--- src/tkor_pkg.sv ---
// Package for the top-k outlier rejector.
// Holds the fixed field widths, the result kind codes and the cut reset value.
// No dependencies.
`default_nettype none

package tkor_pkg;

  // residual and cut: signed fixed point, 8 fraction bits
  localparam int unsigned RES_W = 20;
  // remaining-hit count as carried in the summary result
  localparam int unsigned REM_W = 9;

  localparam logic signed [RES_W-1:0] RESIDUAL_CUT_RESET = 20'sd256;

  typedef enum logic {
    KIND_REMOVE  = 1'b0,
    KIND_SUMMARY = 1'b1
  } kind_e;

endpackage : tkor_pkg

`default_nettype wire

--- src/tkor_list.sv ---
// Sorted outlier list and hit counter for one track chain.
// Inserts a qualifying hit by compare-and-shift in the cycle it is accepted.
// Depends on tkor_pkg.
`default_nettype none

module tkor_list import tkor_pkg::*; #(
  parameter int unsigned LIST_DEPTH     = 4,
  parameter int unsigned MAX_CHAIN_HITS = 256,
  parameter int unsigned HIT_INDEX_BITS = 12,
  localparam int unsigned CNT_W = $clog2(MAX_CHAIN_HITS + 1)
) (
  input  wire logic                      clk_i,
  input  wire logic                      rst_ni,
  input  wire logic                      hit_valid_i,
  input  wire logic [HIT_INDEX_BITS-1:0] hit_id_i,
  input  wire logic signed [RES_W-1:0]   residual_i,
  input  wire logic                      hit_used_i,
  input  wire logic                      chain_end_i,
  input  wire logic signed [RES_W-1:0]   residual_cut_i,
  output logic [HIT_INDEX_BITS-1:0]      ids_o [LIST_DEPTH],
  output logic [LIST_DEPTH-1:0]          vld_o,
  output logic [CNT_W-1:0]               cnt_o
);

  logic [HIT_INDEX_BITS-1:0] ids_q [LIST_DEPTH];
  logic [HIT_INDEX_BITS-1:0] ids_d [LIST_DEPTH];
  logic signed [RES_W-1:0]   res_q [LIST_DEPTH];
  logic signed [RES_W-1:0]   res_d [LIST_DEPTH];
  logic [LIST_DEPTH-1:0]     vld_q, vld_d;
  logic [CNT_W-1:0]          cnt_q, cnt_d;
  logic                      ins;
  logic [LIST_DEPTH-1:0]     at_or_after;

  assign ins = hit_used_i && (residual_i > residual_cut_i);

  // mark the insertion slot and every slot behind it
  always_comb begin
    logic run;
    run = 1'b0;
    for (int i = 0; i < LIST_DEPTH; i++) begin
      run = run | ~vld_q[i] | (residual_i > res_q[i]);
      at_or_after[i] = run;
    end
  end

  always_comb begin
    logic prev;
    int   src;
    prev = 1'b0;
    for (int i = 0; i < LIST_DEPTH; i++) begin
      src      = (i == 0) ? 0 : i - 1;
      ids_d[i] = ids_q[i];
      res_d[i] = res_q[i];
      vld_d[i] = vld_q[i];
      if (ins && at_or_after[i]) begin
        if (!prev) begin
          ids_d[i] = hit_id_i;
          res_d[i] = residual_i;
          vld_d[i] = 1'b1;
        end else begin
          ids_d[i] = ids_q[src];
          res_d[i] = res_q[src];
          vld_d[i] = vld_q[src];
        end
      end
      prev = at_or_after[i];
    end
  end

  // saturate the hit count
  assign cnt_d = (cnt_q != CNT_W'(MAX_CHAIN_HITS)) ? cnt_q + CNT_W'(1) : cnt_q;

  assign ids_o = ids_d;
  assign vld_o = vld_d;
  assign cnt_o = cnt_d;

  always_ff @(posedge clk_i or negedge rst_ni) begin
    if (!rst_ni) begin
      vld_q <= '0;
      cnt_q <= '0;
    end else if (hit_valid_i) begin
      if (chain_end_i) begin
        vld_q <= '0;
        cnt_q <= '0;
      end else begin
        vld_q <= vld_d;
        cnt_q <= cnt_d;
      end
    end
  end

  always_ff @(posedge clk_i) begin
    if (hit_valid_i) begin
      ids_q <= ids_d;
      res_q <= res_d;
    end
  end

endmodule : tkor_list

`default_nettype wire

--- src/tkor_drain.sv ---
// Result buffer for a finished chain.
// Holds a snapshot of the list and the remaining count, and emits the
// removal results in list order, then the summary. Depends on tkor_pkg.
`default_nettype none

module tkor_drain import tkor_pkg::*; #(
  parameter int unsigned LIST_DEPTH     = 4,
  parameter int unsigned MAX_CHAIN_HITS = 256,
  parameter int unsigned HIT_INDEX_BITS = 12,
  localparam int unsigned CNT_W = $clog2(MAX_CHAIN_HITS + 1),
  localparam int unsigned DIF_W = (CNT_W > REM_W) ? CNT_W : REM_W
) (
  input  wire logic                      clk_i,
  input  wire logic                      rst_ni,
  input  wire logic                      load_i,
  input  wire logic [HIT_INDEX_BITS-1:0] ids_i [LIST_DEPTH],
  input  wire logic [LIST_DEPTH-1:0]     vld_i,
  input  wire logic [CNT_W-1:0]          cnt_i,
  input  wire logic                      ready_i,
  output logic                           valid_o,
  output kind_e                          kind_o,
  output logic [HIT_INDEX_BITS-1:0]      id_o,
  output logic [REM_W-1:0]               rem_o,
  output logic                           last_o
);

  logic [HIT_INDEX_BITS-1:0] ids_q [LIST_DEPTH];
  logic [LIST_DEPTH-1:0]     vld_q;
  logic [REM_W-1:0]          rem_q, rem_d;
  logic                      busy_q;
  logic [LIST_DEPTH-1:0]     first;
  logic [HIT_INDEX_BITS-1:0] sel_id;
  logic [DIF_W-1:0]          pop;

  always_comb begin
    pop = '0;
    for (int i = 0; i < LIST_DEPTH; i++) begin
      pop = pop + DIF_W'(vld_i[i]);
    end
  end

  assign rem_d = REM_W'(DIF_W'(cnt_i) - pop);

  // lowest pending entry and its id
  always_comb begin
    logic seen;
    seen   = 1'b0;
    sel_id = '0;
    for (int i = 0; i < LIST_DEPTH; i++) begin
      first[i] = vld_q[i] & ~seen;
      seen     = seen | vld_q[i];
      sel_id   = sel_id | (ids_q[i] & {HIT_INDEX_BITS{first[i]}});
    end
  end

  assign valid_o = busy_q;
  assign kind_o  = (|vld_q) ? KIND_REMOVE : KIND_SUMMARY;
  assign id_o    = sel_id;
  assign rem_o   = (|vld_q) ? '0 : rem_q;
  assign last_o  = ~(|vld_q);

  always_ff @(posedge clk_i or negedge rst_ni) begin
    if (!rst_ni) begin
      busy_q <= 1'b0;
      vld_q  <= '0;
    end else if (load_i) begin
      busy_q <= 1'b1;
      vld_q  <= vld_i;
    end else if (busy_q && ready_i) begin
      if (|vld_q) begin
        vld_q <= vld_q & ~first;
      end else begin
        busy_q <= 1'b0;
      end
    end
  end

  always_ff @(posedge clk_i) begin
    if (load_i) begin
      ids_q <= ids_i;
      rem_q <= rem_d;
    end
  end

endmodule : tkor_drain

`default_nettype wire

--- src/top_k_outlier_rejector.sv ---
// Top level of the top-k outlier rejector.
// Instantiates tkor_list (sorted list, counter) and tkor_drain (result buffer).
// Depends on tkor_pkg.
//
// Channel   Dir  Fields (lowest bit first)
// s_axis    in   tdata: hit_id, residual; tuser: hit_used; tlast: chain_end
// m_axis    out  tdata: removed_hit_id, remaining_hits; tuser: result_kind;
//                tlast: last_result
// cfg       in   data: residual_cut (signed, 8 fraction bits)
//
// Hits follow back to back but for a held chain-end hit. The compare-and-shift
// insertion into the list settles in the cycle of the transfer.
// The chain's last hit snapshots the list into the result buffer, which then
// gives one result a cycle while m_axis_tready_i is high: removals, then the
// summary (up to LIST_DEPTH + 1 results). Mid-chain hits keep flowing while
// that buffer drains; the next chain-end hit waits for the summary's transfer.
// Reset clears the list valid bits, the hit counter and the buffer, and loads
// a cut of 1.0. The cut is written in any cycle; cfg_ready_o is always high.
`default_nettype none

module top_k_outlier_rejector import tkor_pkg::*; #(
  parameter int unsigned LIST_DEPTH     = 4,
  parameter int unsigned MAX_CHAIN_HITS = 256,
  parameter int unsigned HIT_INDEX_BITS = 12,
  localparam int unsigned IN_W  = ((HIT_INDEX_BITS + RES_W + 7) / 8) * 8,
  localparam int unsigned OUT_W = ((HIT_INDEX_BITS + REM_W + 7) / 8) * 8
) (
  input  wire logic              clk_i,
  input  wire logic              rst_ni,
  // hit stream
  input  wire logic              s_axis_tvalid_i,
  output logic                   s_axis_tready_o,
  input  wire logic [IN_W-1:0]   s_axis_tdata_i,   // hit_id, residual, zero pad
  input  wire logic              s_axis_tuser_i,   // hit_used
  input  wire logic              s_axis_tlast_i,   // chain_end
  // result stream
  output logic                   m_axis_tvalid_o,
  input  wire logic              m_axis_tready_i,
  output logic [OUT_W-1:0]       m_axis_tdata_o,   // removed_hit_id, remaining_hits, pad
  output logic                   m_axis_tuser_o,   // result_kind
  output logic                   m_axis_tlast_o,   // last_result
  // cut register write
  input  wire logic              cfg_valid_i,
  output logic                   cfg_ready_o,
  input  wire logic [RES_W-1:0]  cfg_data_i
);

  localparam int unsigned CNT_W = $clog2(MAX_CHAIN_HITS + 1);

  logic signed [RES_W-1:0]   cut_q;
  logic                      hit_xfer;
  logic                      load;
  logic [HIT_INDEX_BITS-1:0] list_ids [LIST_DEPTH];
  logic [LIST_DEPTH-1:0]     list_vld;
  logic [CNT_W-1:0]          list_cnt;
  kind_e                     res_kind;
  logic [HIT_INDEX_BITS-1:0] res_id;
  logic [REM_W-1:0]          res_rem;

  assign cfg_ready_o = 1'b1;

  always_ff @(posedge clk_i or negedge rst_ni) begin
    if (!rst_ni) begin
      cut_q <= RESIDUAL_CUT_RESET;
    end else if (cfg_valid_i) begin
      cut_q <= cfg_data_i;
    end
  end

  // hold a chain-end hit while the previous chain's results are pending
  assign s_axis_tready_o = ~m_axis_tvalid_o | ~s_axis_tlast_i;
  assign hit_xfer        = s_axis_tvalid_i & s_axis_tready_o;
  assign load            = hit_xfer & s_axis_tlast_i;

  tkor_list #(
    .LIST_DEPTH     (LIST_DEPTH),
    .MAX_CHAIN_HITS (MAX_CHAIN_HITS),
    .HIT_INDEX_BITS (HIT_INDEX_BITS)
  ) u_list (
    .clk_i          (clk_i),
    .rst_ni         (rst_ni),
    .hit_valid_i    (hit_xfer),
    .hit_id_i       (s_axis_tdata_i[HIT_INDEX_BITS-1:0]),
    .residual_i     (s_axis_tdata_i[HIT_INDEX_BITS +: RES_W]),
    .hit_used_i     (s_axis_tuser_i),
    .chain_end_i    (s_axis_tlast_i),
    .residual_cut_i (cut_q),
    .ids_o          (list_ids),
    .vld_o          (list_vld),
    .cnt_o          (list_cnt)
  );

  tkor_drain #(
    .LIST_DEPTH     (LIST_DEPTH),
    .MAX_CHAIN_HITS (MAX_CHAIN_HITS),
    .HIT_INDEX_BITS (HIT_INDEX_BITS)
  ) u_drain (
    .clk_i   (clk_i),
    .rst_ni  (rst_ni),
    .load_i  (load),
    .ids_i   (list_ids),
    .vld_i   (list_vld),
    .cnt_i   (list_cnt),
    .ready_i (m_axis_tready_i),
    .valid_o (m_axis_tvalid_o),
    .kind_o  (res_kind),
    .id_o    (res_id),
    .rem_o   (res_rem),
    .last_o  (m_axis_tlast_o)
  );

  assign m_axis_tuser_o = res_kind;

  // pack the result word, zero pad on top
  generate
    if (OUT_W > HIT_INDEX_BITS + REM_W) begin : g_pad
      assign m_axis_tdata_o = {{(OUT_W - HIT_INDEX_BITS - REM_W){1'b0}}, res_rem, res_id};
    end else begin : g_nopad
      assign m_axis_tdata_o = {res_rem, res_id};
    end
  endgenerate

endmodule : top_k_outlier_rejector

`default_nettype wire
--- config.mk ---
export PLATFORM = sky130hd
export DESIGN_NAME = top_k_outlier_rejector
export DESIGN_NICKNAME = d
export VERILOG_FILES = /design/src/tkor_pkg.sv /design/src/tkor_list.sv /design/src/tkor_drain.sv /design/src/top_k_outlier_rejector.sv
export SDC_FILE = /design/constraint.sdc
export NUM_CORES = 1
export LEC_CHECK = 0
export BUFFER_PORTS_ARGS = -buffer_cell sky130_fd_sc_hd__buf_2
export CORE_AREA = 4 4 150 137
export DETAILED_ROUTE_END_ITERATION = 6
export DIE_AREA = 0 0 154 141
export GPL_ROUTABILITY_DRIVEN = 0
export PLACE_DENSITY_LB_ADDON = 0.3
export RECOVER_POWER = 100
export REMOVE_ABC_BUFFERS = 1
export SETUP_SLACK_MARGIN = 0.4
export SKIP_CTS_REPAIR_TIMING = 1
export SYNTH_ARGS = -nofsm -noshare
export SYNTH_HDL_FRONTEND = slang
export SYNTH_SLANG_ARGS = --single-unit
--- constraint.sdc ---
create_clock -name clk_i -period 8.98 [get_ports clk_i]
set_input_delay 2.694 -clock clk_i [delete_from_list [all_inputs] [get_ports clk_i]]
set_output_delay 2.694 -clock clk_i [all_outputs]
set_load 0.03 [all_outputs]
==> key figures, run 1 <==
Yosys
  • Async SR Flop Fraction: 17.0%
  • Synth warnings: 0
  • Mapped Cells: 1131
  • Number of synthesized flops with an enable pin: 185
  • Cell Area, Synth: 12300 um^2
  • Avg Inst Size Synth: between 10 and 15 um^2
  • #FFs+latches synth: ~220
  • Post-synth top flop: edfxtp_1
  • Post-synth cell types: 60
  • Sequential fraction of the synthesis area: 52.8%

Floorplanning
  • Starting density of the core: 64.7%
  • I/O pin total: 88
  • Die outline height: 141 um
  • Row count: 48
  • Chip Width: 154 um
  • Core Box Area: 19000 um^2
  • DIE AREA: 21700 um^2

Timing
  • Setup slack after layout: 0.930 ns
  • Hold Fails Final Rpt: 0
  • Pins over their slew limit: 211
  • Worst-margin pin slew: 3.13 ns
  • Tcrit/Tclk final: 89.6%
  • Final setup vio count: 0
  • Tmin final: 8.05 ns
  • Slew HR: -109%
  • Fmax: roughly 120 MHz
  • Setup Skew: 0.00838 ns
  • Hold_ws: between 0.5 and 0.6 ns
  • RSZ-0062 raised after global routing: no

Power
  • Leakage: 5.56 nW
  • Pwr dens: 233 nW/um^2
  • Switching Share: 31.0%
  • Peak supply drop: 155 uV
  • Part of the power in registers: 43.5%
  • Total power: 3.17 mW
  • Switch Pwr: 0.982 mW
  • Comb pwr share: approximately a quarter
  • Clock power share: between 30% and 40%
  • Internal Pwr Total: ~2.2 mW

Final layout
  • P&R area growth vs syn: 10.4%
  • Fin cells: ~1.5k
  • Share of cells above drive strength 1: 8.78%
  • Cell area after layout: 13600 um^2
  • Most common cell after layout, fill and taps aside: edfxtp_1
  • Commonest cells after routing, fill and taps aside: edfxtp_1, o21ai_0, inv_1, nand2_1, ha_1
  • Net count, final: 1369
  • ANT cells: 0
  • Fill count: 1358

Place
  • Pre-CTS setup slack: 0.738 ns
  • Placed cell count: 1424
  • DP HPWL: 20100 um
  • Port bufs: 83
  • Post-DP Area: between 10000 and 15000 um^2

Clock network
  • H-Tree Level Count: 1
  • Clk root buf: clkbuf_16
  • Sink Count: 223
  • CTS buffer count: 24
  • Max Root-Sink Buffers: 3
  • Clock-pin slew on the worst setup and hold paths: 0.06 ns
  • Clock latency on the worst-skew pair: 0.52 ns
  • CTS tree: done

Routing
  • Routed WL: 30100 um
  • DR vias/cell: 6.25
  • Wire length per cell: between 20 and 25 um
  • Residual DRC count: 0
  • 1st-iter DRT viols: 956
  • Vias: 9179
  • TritonRoute pass-1 iters: 5
  • Post-DRT Antenna Nets: 0

Global route
  • Largest net degree at the start of global routing: 53
  • GR Overflow Total: 0
  • Global-route wire length before repair: 47700 um
  • Initial antenna violation count: 0
  • Number of global-route vias before repair: just under 9k
  • Tot GR Track Use: 27.7%

Run status
  • Status: complete, but fails checks
  • Violated checks: capacitance limit, slew limit

Worst setup path
  • CP arrival: 8.09 ns
  • CP Class: in -> reg
  • Crit end category: register
  • Startpoint Class: input port
  • Worst EP required: roughly 9 ns
  • Crit-path slowest cell: clkbuf_1
  • Worst Path Buf+Inv: 3
  • Crit-path cells: clkbuf_1 > ha_1 > nand4_1 > nor4_1 > a21boi_0 > nand2b_1 > and4b_1 > nor2_1 > clkbuf_1 > or2_0 > nor2_1 > clkbuf_1
  • Critical path's most frequent cell: clkbuf_1
  • Slowest cell delay on critical path: 1.31 ns
  • Crit path max fanout: 39
  • Top delay family on crit path: simple AND/OR/NAND/NOR gates

Worst hold path
  • Min-Delay Path Class: reg -> reg

Job
  • Max-cap violations: 6
## synthesized netlist by cell type (3+ instances only)
master	number	share of area (%)
edfxtp_1	185	45
o21ai_0	149	6.0
inv_1	140	4.3
nand2_1	121	3.7
ha_1	107	11
a21oi_1	40	1.6
clkbuf_1	38	1.2
dfrtp_1	37	7.5
nor2_1	28	0.85
mux2_2	20	1.8
nand4_1	19	0.96
mux2i_1	18	1.5
a21o_1	15	0.91
a31oi_1	14	0.71
a22oi_1	13	0.79
nand3_1	13	0.53
a221o_1	12	0.97
a2bb2oi_1	12	0.85
a41oi_1	12	0.85
and2_1	12	0.61
mux2_4	10	1.2
buf_2	9	0.37
nor3_1	9	0.37
buf_4	8	0.49
xnor2_1	8	0.57
nor2b_1	7	0.36
and4_1	6	0.43
a211oi_1	5	0.30
nor4_1	5	0.25
o21a_1	5	0.30
xor2_1	5	0.36
and3_1	4	0.20
o22ai_1	4	0.20
o31ai_1	4	0.24
fa_1	3	0.49
or3_1	3	0.15
## worst min-delay path, stage by stage, from the launching register on
cell	delay, ns
dfstp_2	0.36
inv_1	0.09
o21ai_0	0.09
## final timing paths
| check | from | to | slack [ns] | cells after the start |
|---|---|---|---|---|
| setup / recovery | s_axis_tdata_i[31] | u_list.res_q[67] | 0.93 | 12 |
| hold / removal | cut_q[8] | cut_q[8] | 0.55 | 2 |
| setup reg to reg | cut_q[19] | u_list.res_q[67] | 3.03 | 12 |
| hold reg to reg | cut_q[8] | cut_q[8] | 0.55 | 2 |
| max in group asynchronous | rst_ni | cut_q[7] | 5.09 | 1 |
| min in group asynchronous | rst_ni | u_list.cnt_q[6] | 2.74 | 1 |
## final cells by class
| class | count | area [um^2] | area share, % |
|---|---|---|---|
| clock buffers | 29 | 651 | 4.78 |
| repair buffers | 97 | 428 | 3.14 |
| flip-flops and latches | 223 | 6510 | 47.8 |
| well taps | 250 | 313 | 2.30 |
| multi-input cells | 714 | 5030 | 37.0 |
| inverters | 140 | 526 | 3.86 |
| clock inverters | 15 | 155 | 1.14 |
## registers in the layout (all words and copies together) (netlist names)
name,flops
u_list.cnt_q,9
u_drain.ids_q,48
u_drain.valid_o,1
u_list.ids_q,48
u_drain.rem_q,9
u_list.vld_q,4
u_list.res_q,80
cut_q,20
u_drain.vld_q,4
## routing by layer
metal | share of wire, % | GRT usage (%)
met1 | 42 | 41.3
met2 | 44 | 42.0
met4 | 2.0 | 6.60
met5 | 0 | 0
met3 | 11 | 5.92
## cell families after synthesis
logic type,count (synthesis),synth area share [%]
xor+xnor,13,0.924
mux,48,4.51
simple gates,240,9.19
fa+ha+maj,110,11.3
buf+inv,196,6.36
other cells,2,0.0609
compound gates,299,14.8
flops,223,52.8
## power groups by stage
stage	clock network, mW	registers [mW]	logic, mW
2_1_floorplan	0	1.38	0.551
3_3_place_gp	0	1.39	0.777
3_5_place_dp	0	1.39	0.796
4_1_cts	1.02	1.37	0.806
5_1_grt	1.07	1.39	0.863
6_report	1.01	1.38	0.783
## metrics by stage
stage	util (%)	setup TNS, ns
finish	71.5	0
global route	71.5	0
CTS	72.3	0
detailed placement	68.0	0
global placement	68.0	0
floorplan	-	-6.25
Power figures use the tool's default switching activity.
==> run 2: changes to the inputs <==
--- a/config.mk
+++ b/config.mk
@@ -6,9 +6,9 @@
 export NUM_CORES = 1
 export LEC_CHECK = 0
 export BUFFER_PORTS_ARGS = -buffer_cell sky130_fd_sc_hd__buf_2
-export CORE_AREA = 4 4 150 137
+export CORE_AREA = 4 4 150 138
 export DETAILED_ROUTE_END_ITERATION = 6
-export DIE_AREA = 0 0 154 141
+export DIE_AREA = 0 0 154 142
 export GPL_ROUTABILITY_DRIVEN = 0
 export PLACE_DENSITY_LB_ADDON = 0.3
 export RECOVER_POWER = 100
@@ -17,4 +17,5 @@
 export SKIP_CTS_REPAIR_TIMING = 1
 export SYNTH_ARGS = -nofsm -noshare
 export SYNTH_HDL_FRONTEND = slang
+export SYNTH_HIERARCHICAL = 1
 export SYNTH_SLANG_ARGS = --single-unit
==> run 2 against run 1 <==
The run still ends with capacitance limit, slew limit left. Hold slack worse by 0.052 ns. Clock-buffer cell count down 1. Maximum frequency up 1.1%. Global-route usage down 1.8 points. Sequential cell count unchanged. Critical path type unchanged.
==> key figures, run 2 <==
Run status
  • Status: complete, but fails checks
  • Violated checks: capacitance limit, slew limit

Power
  • Leakage: 5.80 nW (+4.2%)
  • Peak supply drop: 251 uV (+62%)
  • Pwr dens: 246 nW/um^2 (+5.8%)

Yosys
  • Mapped Cells: 1035 (-8.5%)
  • Avg Inst Size Synth: 12.0 um^2 (+10%)
  • #FFs+latches synth: 223 (unchanged)
  • Cell Area, Synth: 12500 um^2 (+1.0%)
  • Async SR Flop Fraction: 17.0% (unchanged)
  • Post-synth top flop: edfxtp_1
  • Top cells by area, synth: edfxtp_1, ha_1, dfrtp_1
  • Most numerous cell in the Yosys netlist: edfxtp_1
  • Commonest cells in the netlist: edfxtp_1, inv_1, ha_1
  • Post-synth cell types: 69 (+15%)
  • Post-synth top area cell: edfxtp_1
  • Synth top area share: 44.6% (-0.46 points)
  • Number of synthesized flops with an enable pin: 185 (unchanged)
  • Synth warnings: 6 (+6)
  • Sequential fraction of the synthesis area: 52.3% (-0.54 points)

Worst setup path
  • Crit-path cells: clkbuf_1 > a21boi_4 > clkbuf_1 > inv_1 > nor2_1 > clkbuf_1
  • Crit-path slowest cell: clkbuf_1
  • Slowest cell delay on critical path: 2.30 ns (+0.99 ns)
  • CP Class: in -> reg
  • CP arrival: 8.07 ns (-0.02 ns)
  • Worst r2r path cells: 5 (-7)
  • Critical R2R Launch: u_drain/valid_o
  • Worst Path Buf+Inv: 4 (+1)
  • Crit. Startpoint: s_axis_tlast_i
  • Startpoint Class: input port
  • Top delay family on crit path: buffers and inverters
  • Worst r2r dst: u_list/res_q[63]
  • Critical path's most frequent cell: clkbuf_1
  • Critical Path Sink: u_list/res_q[63]
  • Crit end category: register
  • Crit path max fanout: 57 (+46%)
  • Worst R2R Setup Slack: 3.09 ns (+0.06 ns)
  • Worst EP required: 9.09 ns (+0.07 ns)
  • Critical path depth in cells: 6 (-6)

Final layout
  • Fill count: 1327 (-2.3%)
  • Biggest register: u_list/res_q
  • Max reg flops: 80 (unchanged)
  • Net count, final: 1282 (-6.4%)
  • P&R area growth vs syn: 9.91%
  • Commonest cells after routing, fill and taps aside: edfxtp_1, inv_1, ha_1, o21ai_0, nand2_1
  • Most common cell after layout, fill and taps aside: edfxtp_1
  • Share of cells above drive strength 1: 12.2% (+3.4 points)
  • Largest registers: u_list/res_q (80), u_drain/ids_q (48), u_list/ids_q (48)
  • Fin cells: 1382 (-5.9%)

Global route
  • Tot GR Track Use: 25.8% (-1.8 points)
  • Largest net degree at the start of global routing: 65 (+23%)
  • Initial antenna violation count: 1 (+1)
  • GR Overflow Total: 0 (unchanged)
  • Global-route wire length before repair: 45100 um (-5.4%)
  • Number of global-route vias before repair: 8473 (-4.0%)

Timing
  • Tcrit/Tclk final: 88.6% (-1.0 points)
  • Pins over their slew limit: 194 (-8.1%)
  • Worst-margin pin slew: 3.29 ns (+0.158 ns)
  • Hold_ws: 0.494 ns (-0.0515 ns)
  • Fmax: 126 MHz (+1.1%)
  • Hold Fails Final Rpt: 0 (unchanged)
  • Tmin final: 7.96 ns (-0.0914 ns)
  • Setup Skew: 0.00951 ns (+0.00113 ns)
  • RSZ-0062 raised after global routing: no
  • Final setup vio count: 0 (unchanged)
  • Slew HR: -119% (-11 points)

Floorplanning
  • DIE AREA: 21900 um^2 (+0.71%)
  • Chip Width: 154 um (unchanged)
  • Row count: 48 (unchanged)
  • Starting density of the core: 65.4% (+0.67 points)
  • I/O pin total: 88 (unchanged)
  • Die outline height: 142 um (+0.71%)
  • Core Box Area: 19000 um^2 (unchanged)

Clock network
  • Clk root buf: clkbuf_16
  • CTS buffer count: 24 (unchanged)
  • Sink Count: 223 (unchanged)
  • Clock latency on the worst-skew pair: 0.51 ns (about the same)
  • CTS tree: done
  • H-Tree Level Count: 1 (unchanged)
  • Max Root-Sink Buffers: 3 (unchanged)
  • Clock-pin slew on the worst setup and hold paths: 0.06 ns (about the same)

Worst hold path
  • Min-delay src: cut_q[2]
  • Min-Delay Path Class: reg -> reg

Routing
  • 1st-iter DRT viols: 710 (-26%)
  • DR vias/cell: 6.08 (-2.7%)
  • TritonRoute pass-1 iters: 5 (unchanged)
  • Routed WL: 28300 um (-6.1%)
  • Residual DRC count: 0 (unchanged)
  • Vias: 8408 (-8.4%)
  • Post-DRT Antenna Nets: 0 (unchanged)
  • Wire length per cell: 20.4 um (-0.29%)

Place
  • Port bufs: 83 (unchanged)
  • Placed cell count: 1337 (-6.1%)
  • DP HPWL: 18700 um (-6.7%)

Job
  • Max-cap violations: 5 (-1)
[run 2: cell count changes in the layout (fill, tap and decap cells not counted), sizes merged, moves of 8 or more]
cell,before,now
a31oi,14,2
clkbuf,85,77
o22a,0,12
nor2,30,45
o21ai,149,73
a41oi,12,0
a2bb2oi,12,0
mux2i,18,52
nand2,121,63
inv,143,129
mux2,30,72
[run 2: area by class of cell]
| class | instances | area (um^2) | area share (%) |
|---|---|---|---|
| antenna | 1 | 2.50 | 0.0183 |
| clock buffer | 28 | 637 | 4.65 |
| clock inverter | 16 | 184 | 1.34 |
| inverter | 128 | 480 | 3.51 |
| multi-input combinational | 643 | 5150 | 37.7 |
| sequential | 223 | 6510 | 47.5 |
| tap | 250 | 313 | 2.29 |
| timing repair buffer | 93 | 410 | 3.00 |
[run 2: layer usage]
layer,vias up,share of wire [%],GRT usage [%]
met3,41,7.6,4.68
met5,-,0,0
met2,326,47,42.6
met1,4098,43,36.2
met4,0,1.9,6.27
li1,3943,-,-
[run 2: kinds of logic (layout without fill, tap and decap cells)]
| family | Yosys count | count (layout) | synth area share [%] |
|---|---|---|---|
| simple gates | 189 | 189 | 7.72 |
| buf+inv | 171 | 265 | 5.95 |
| xor+xnor | 14 | 14 | 0.985 |
| flops | 223 | 223 | 52.3 |
| compound gates | 202 | 202 | 10.5 |
| fa+ha+maj | 110 | 110 | 11.2 |
| other cells | 2 | 5 | 0.0603 |
| mux | 124 | 124 | 11.3 |
[run 2: worst register-to-register path: cells and delay by family, from the launching register on]
family | cells | cell delay [ns]
AND/OR/NAND/NOR | 1 | 0.35
buffers and inverters | 3 | 4.48
AO/OA/AOI/OAI | 1 | 0.18
flip-flops | 1 | 0.47
[run 2: through the flow]
| stage | power (mW) | cell area, um^2 | setup WS [ns] | util, % | setup TNS [ns] |
|---|---|---|---|---|---|
| floorplan | 2.08 | 12200 | -0.780 | - | -24.84 |
| global placement | 2.35 | 13000 | 1.12 | 68.5 | 0 |
| detailed placement | 2.38 | 13000 | 1.05 | 68.5 | 0 |
| CTS | 3.41 | 13900 | 1.58 | 72.8 | 0 |
| global route | 3.54 | 13700 | 0.659 | 71.9 | 0 |
| finish | 3.37 | 13700 | 1.02 | 71.9 | 0 |
[run 2: how the worst min path moves through the flow]
stage,cells past startpoint,endpoint
floorplan,1,cut_q[10]
global placement,1,cut_q[2]
detailed placement,1,cut_q[2]
CTS,1,cut_q[2]
global route,1,cut_q[2]
finish,1,cut_q[2]
[run 2: report_power, final]
part           total, mW  internal, mW  switching, mW
Sequential          1.44          1.34          0.100
Combinational      0.896         0.316          0.581
Clock               1.03         0.623          0.409
Total               3.37          2.28           1.09
==> run 3: changes to the inputs <==
--- a/config.mk
+++ b/config.mk
@@ -6,9 +6,9 @@
 export NUM_CORES = 1
 export LEC_CHECK = 0
 export BUFFER_PORTS_ARGS = -buffer_cell sky130_fd_sc_hd__buf_2
-export CORE_AREA = 4 4 150 138
+export CORE_AREA = 4 4 174 159
 export DETAILED_ROUTE_END_ITERATION = 6
-export DIE_AREA = 0 0 154 142
+export DIE_AREA = 0 0 178 163
 export GPL_ROUTABILITY_DRIVEN = 0
 export PLACE_DENSITY_LB_ADDON = 0.3
 export RECOVER_POWER = 100
==> run 3 against run 2 <==
The run still ends with capacitance limit, slew limit left. Sequential power barely moved. Maximum frequency increased by 4.5%. Hold slack got worse by 0.0018 ns. Largest power group unchanged. Highest routed layer unchanged.
==> key figures, run 3 (synthesis gave the netlist of run 2 again) <==
Run status
  • Status: complete, but fails checks
  • Violated checks: capacitance limit, slew limit

Final layout
  • Cell area after layout: 13800 um^2 (+0.91%)
  • Biggest register: u_list/res_q
  • P&R area growth vs syn: 10.9%
  • Max reg flops: 80 (unchanged)
  • Commonest cells after routing, fill and taps aside: edfxtp_1, inv_1, ha_1, o21ai_0, nand2_1
  • Largest registers: u_list/res_q (80), u_drain/ids_q (48), u_list/ids_q (48)
  • Share of cells above drive strength 1: 12.9% (+0.67 points)
  • Most common cell after layout, fill and taps aside: edfxtp_1
  • Net count, final: 1286 (+0.31%)
  • Fill count: 2221 (+67%)

Clock network
  • H-Tree Level Count: 1 (unchanged)
  • Sink Count: 223 (unchanged)
  • Max Root-Sink Buffers: 3 (unchanged)
  • CTS tree: done
  • CTS buffer count: 25 (+4.2%)
  • Clock latency on the worst-skew pair: 0.51 ns (about the same)
  • Clk root buf: clkbuf_16
  • Clock-pin slew on the worst setup and hold paths: 0.06 ns (about the same)

Worst setup path
  • Worst R2R Setup Slack: 3.44 ns (+0.35 ns)
  • Crit end category: register
  • Worst EP required: 9.10 ns (about the same)
  • Crit path max fanout: 36 (-37%)
  • CP Class: in -> reg
  • Critical R2R Launch: u_drain/valid_o
  • CP arrival: 7.74 ns (-0.33 ns)
  • Worst r2r dst: u_list/res_q[20]
  • Startpoint Class: input port
  • Worst r2r path cells: 5 (unchanged)

Power
  • Peak supply drop: 179 uV (-29%)
  • Leakage: 5.81 nW (+0.29%)
  • Total power: 3.33 mW (-1.4%)
  • Pwr dens: 241 nW/um^2 (-2.3%)

Routing
  • Post-DRT Antenna Nets: 0 (unchanged)
  • 1st-iter DRT viols: 615 (-13%)
  • Residual DRC count: 0 (unchanged)
  • Vias: 8109 (-3.6%)
  • TritonRoute pass-1 iters: 5 (unchanged)
  • Wire length per cell: 18.7 um (-8.3%)
  • Routed WL: 27800 um (-1.6%)
  • DR vias/cell: 5.47 (-10%)

Worst hold path
  • Worst hold path endpoint: cut_q[6]
  • Hold Path Depth: 1 (unchanged)
  • Min-delay src: cut_q[6]
  • Min-Delay Path Class: reg -> reg

Global route
  • Global-route wire length before repair: 44100 um (-2.3%)
  • Initial antenna violation count: 1 (unchanged)
  • GR Overflow Total: 0 (unchanged)
  • Number of global-route vias before repair: 8119 (-4.2%)
  • Largest net degree at the start of global routing: 58 (-11%)
  • Tot GR Track Use: 19.2% (-6.6 points)

Timing
  • Tmin final: 7.62 ns (-0.340 ns)
  • Final setup vio count: 0 (unchanged)
  • Setup Skew: 0.0156 ns (+0.00604 ns)
  • Setup slack after layout: 1.36 ns (+0.340 ns)
  • Worst-margin pin slew: 3.27 ns (-0.0214 ns)
  • Fmax: 131 MHz (+4.5%)
  • Slew HR: -118% (+1.4 points)
  • Hold Fails Final Rpt: 0 (unchanged)
  • Tcrit/Tclk final: 84.8% (-3.8 points)
  • RSZ-0062 raised after global routing: no
  • Hold_ws: 0.492 ns (-0.00184 ns)
  • Pins over their slew limit: 218 (+12%)

Floorplanning
  • Row count: 56 (+17%)
  • Die outline height: 163 um (+15%)
  • Core Box Area: 25900 um^2 (+36%)
  • DIE AREA: 29000 um^2 (+33%)
  • I/O pin total: 88 (unchanged)
  • Chip Width: 178 um (+16%)
  • Starting density of the core: 48.2% (-17 points)

Job
  • Max-cap violations: 6 (+1)

Place
  • DP HPWL: 19000 um (+1.8%)
  • Post-DP Area: 13200 um^2 (+1.2%)
  • Port bufs: 83 (unchanged)
  • Pre-CTS setup slack: 1.36 ns (+0.315 ns)
==> run 3: cell types whose count changed in the layout (fill, tap and decap cells not counted), sizes merged <==
cell,delta
buf,+8
bufinv,-1
clkbuf,-3
inv,-1
==> run 3: worst max path at each step <==
stage | from | endpoint | slack (ns) | depth (start not counted)
finish | s_axis_tdata_i[31] | u_list/res_q[16] | 1.36 | 10
global route | s_axis_tlast_i | u_list/res_q[23] | 0.96 | 6
CTS | s_axis_tdata_i[31] | u_drain/rem_q[8] | 1.90 | 16
detailed placement | s_axis_tdata_i[31] | u_drain/rem_q[8] | 1.36 | 16
global placement | s_axis_tdata_i[31] | u_drain/rem_q[8] | 1.44 | 16
floorplan | s_axis_tdata_i[31] | u_drain/rem_q[8] | -0.78 | 16
==> run 3: final cells by class <==
| class | instances | area [um^2] | share of cell area (%) |
|---|---|---|---|
| repair buffers | 96 | 442 | 3.20 |
| inverters | 128 | 480 | 3.48 |
| multi-input cells | 643 | 5150 | 37.3 |
| diodes | 1 | 2.50 | 0.0181 |
| well taps | 348 | 435 | 3.15 |
| clock buffers | 30 | 644 | 4.67 |
| clock inverters | 14 | 148 | 1.07 |
| flip-flops and latches | 223 | 6510 | 47.1 |
==> run 3: stage by stage <==
| step | util, % | std cells | TNS [ns] |
|---|---|---|---|
| after floorplan | - | 994 | -24.84 |
| after global placement | 51.0 | 1438 | 0 |
| after detailed placement | 51.0 | 1438 | 0 |
| after CTS | 54.1 | 1482 | 0 |
| after global routing | 53.4 | 1483 | 0 |
| final | 53.4 | 1483 | 0 |
==> run 3: worst max-delay path: stages <==
cell and delay [ns]:
clkbuf_1 0.22, ha_1 0.40, nand4_1 0.19, nor4_1 0.59
nand2_1 0.10, o21ai_0 0.22, o21ai_0 0.20, o221ai_4 0.11
clkbuf_1 1.87, o21ba_1 1.11
==> run 3: per-layer routing <==
metal / track usage (%) / wire, um / vias up
met5: 0 / 0 / -
met2: 30.0 / 12500 / 238
li1: - / - / 3963
met1: 28.3 / 13100 / 3873
met4: 4.99 / 576 / 0
met3: 2.83 / 1680 / 35
==> run 3: power breakdown <==
part	internal (mW)	leakage, nW	total (mW)	switching [mW]
clock network	0.595	0.389	0.993	0.397
logic	0.320	3.22	0.912	0.592
registers	1.34	2.20	1.42	0.0768
total	2.26	5.81	3.33	1.07
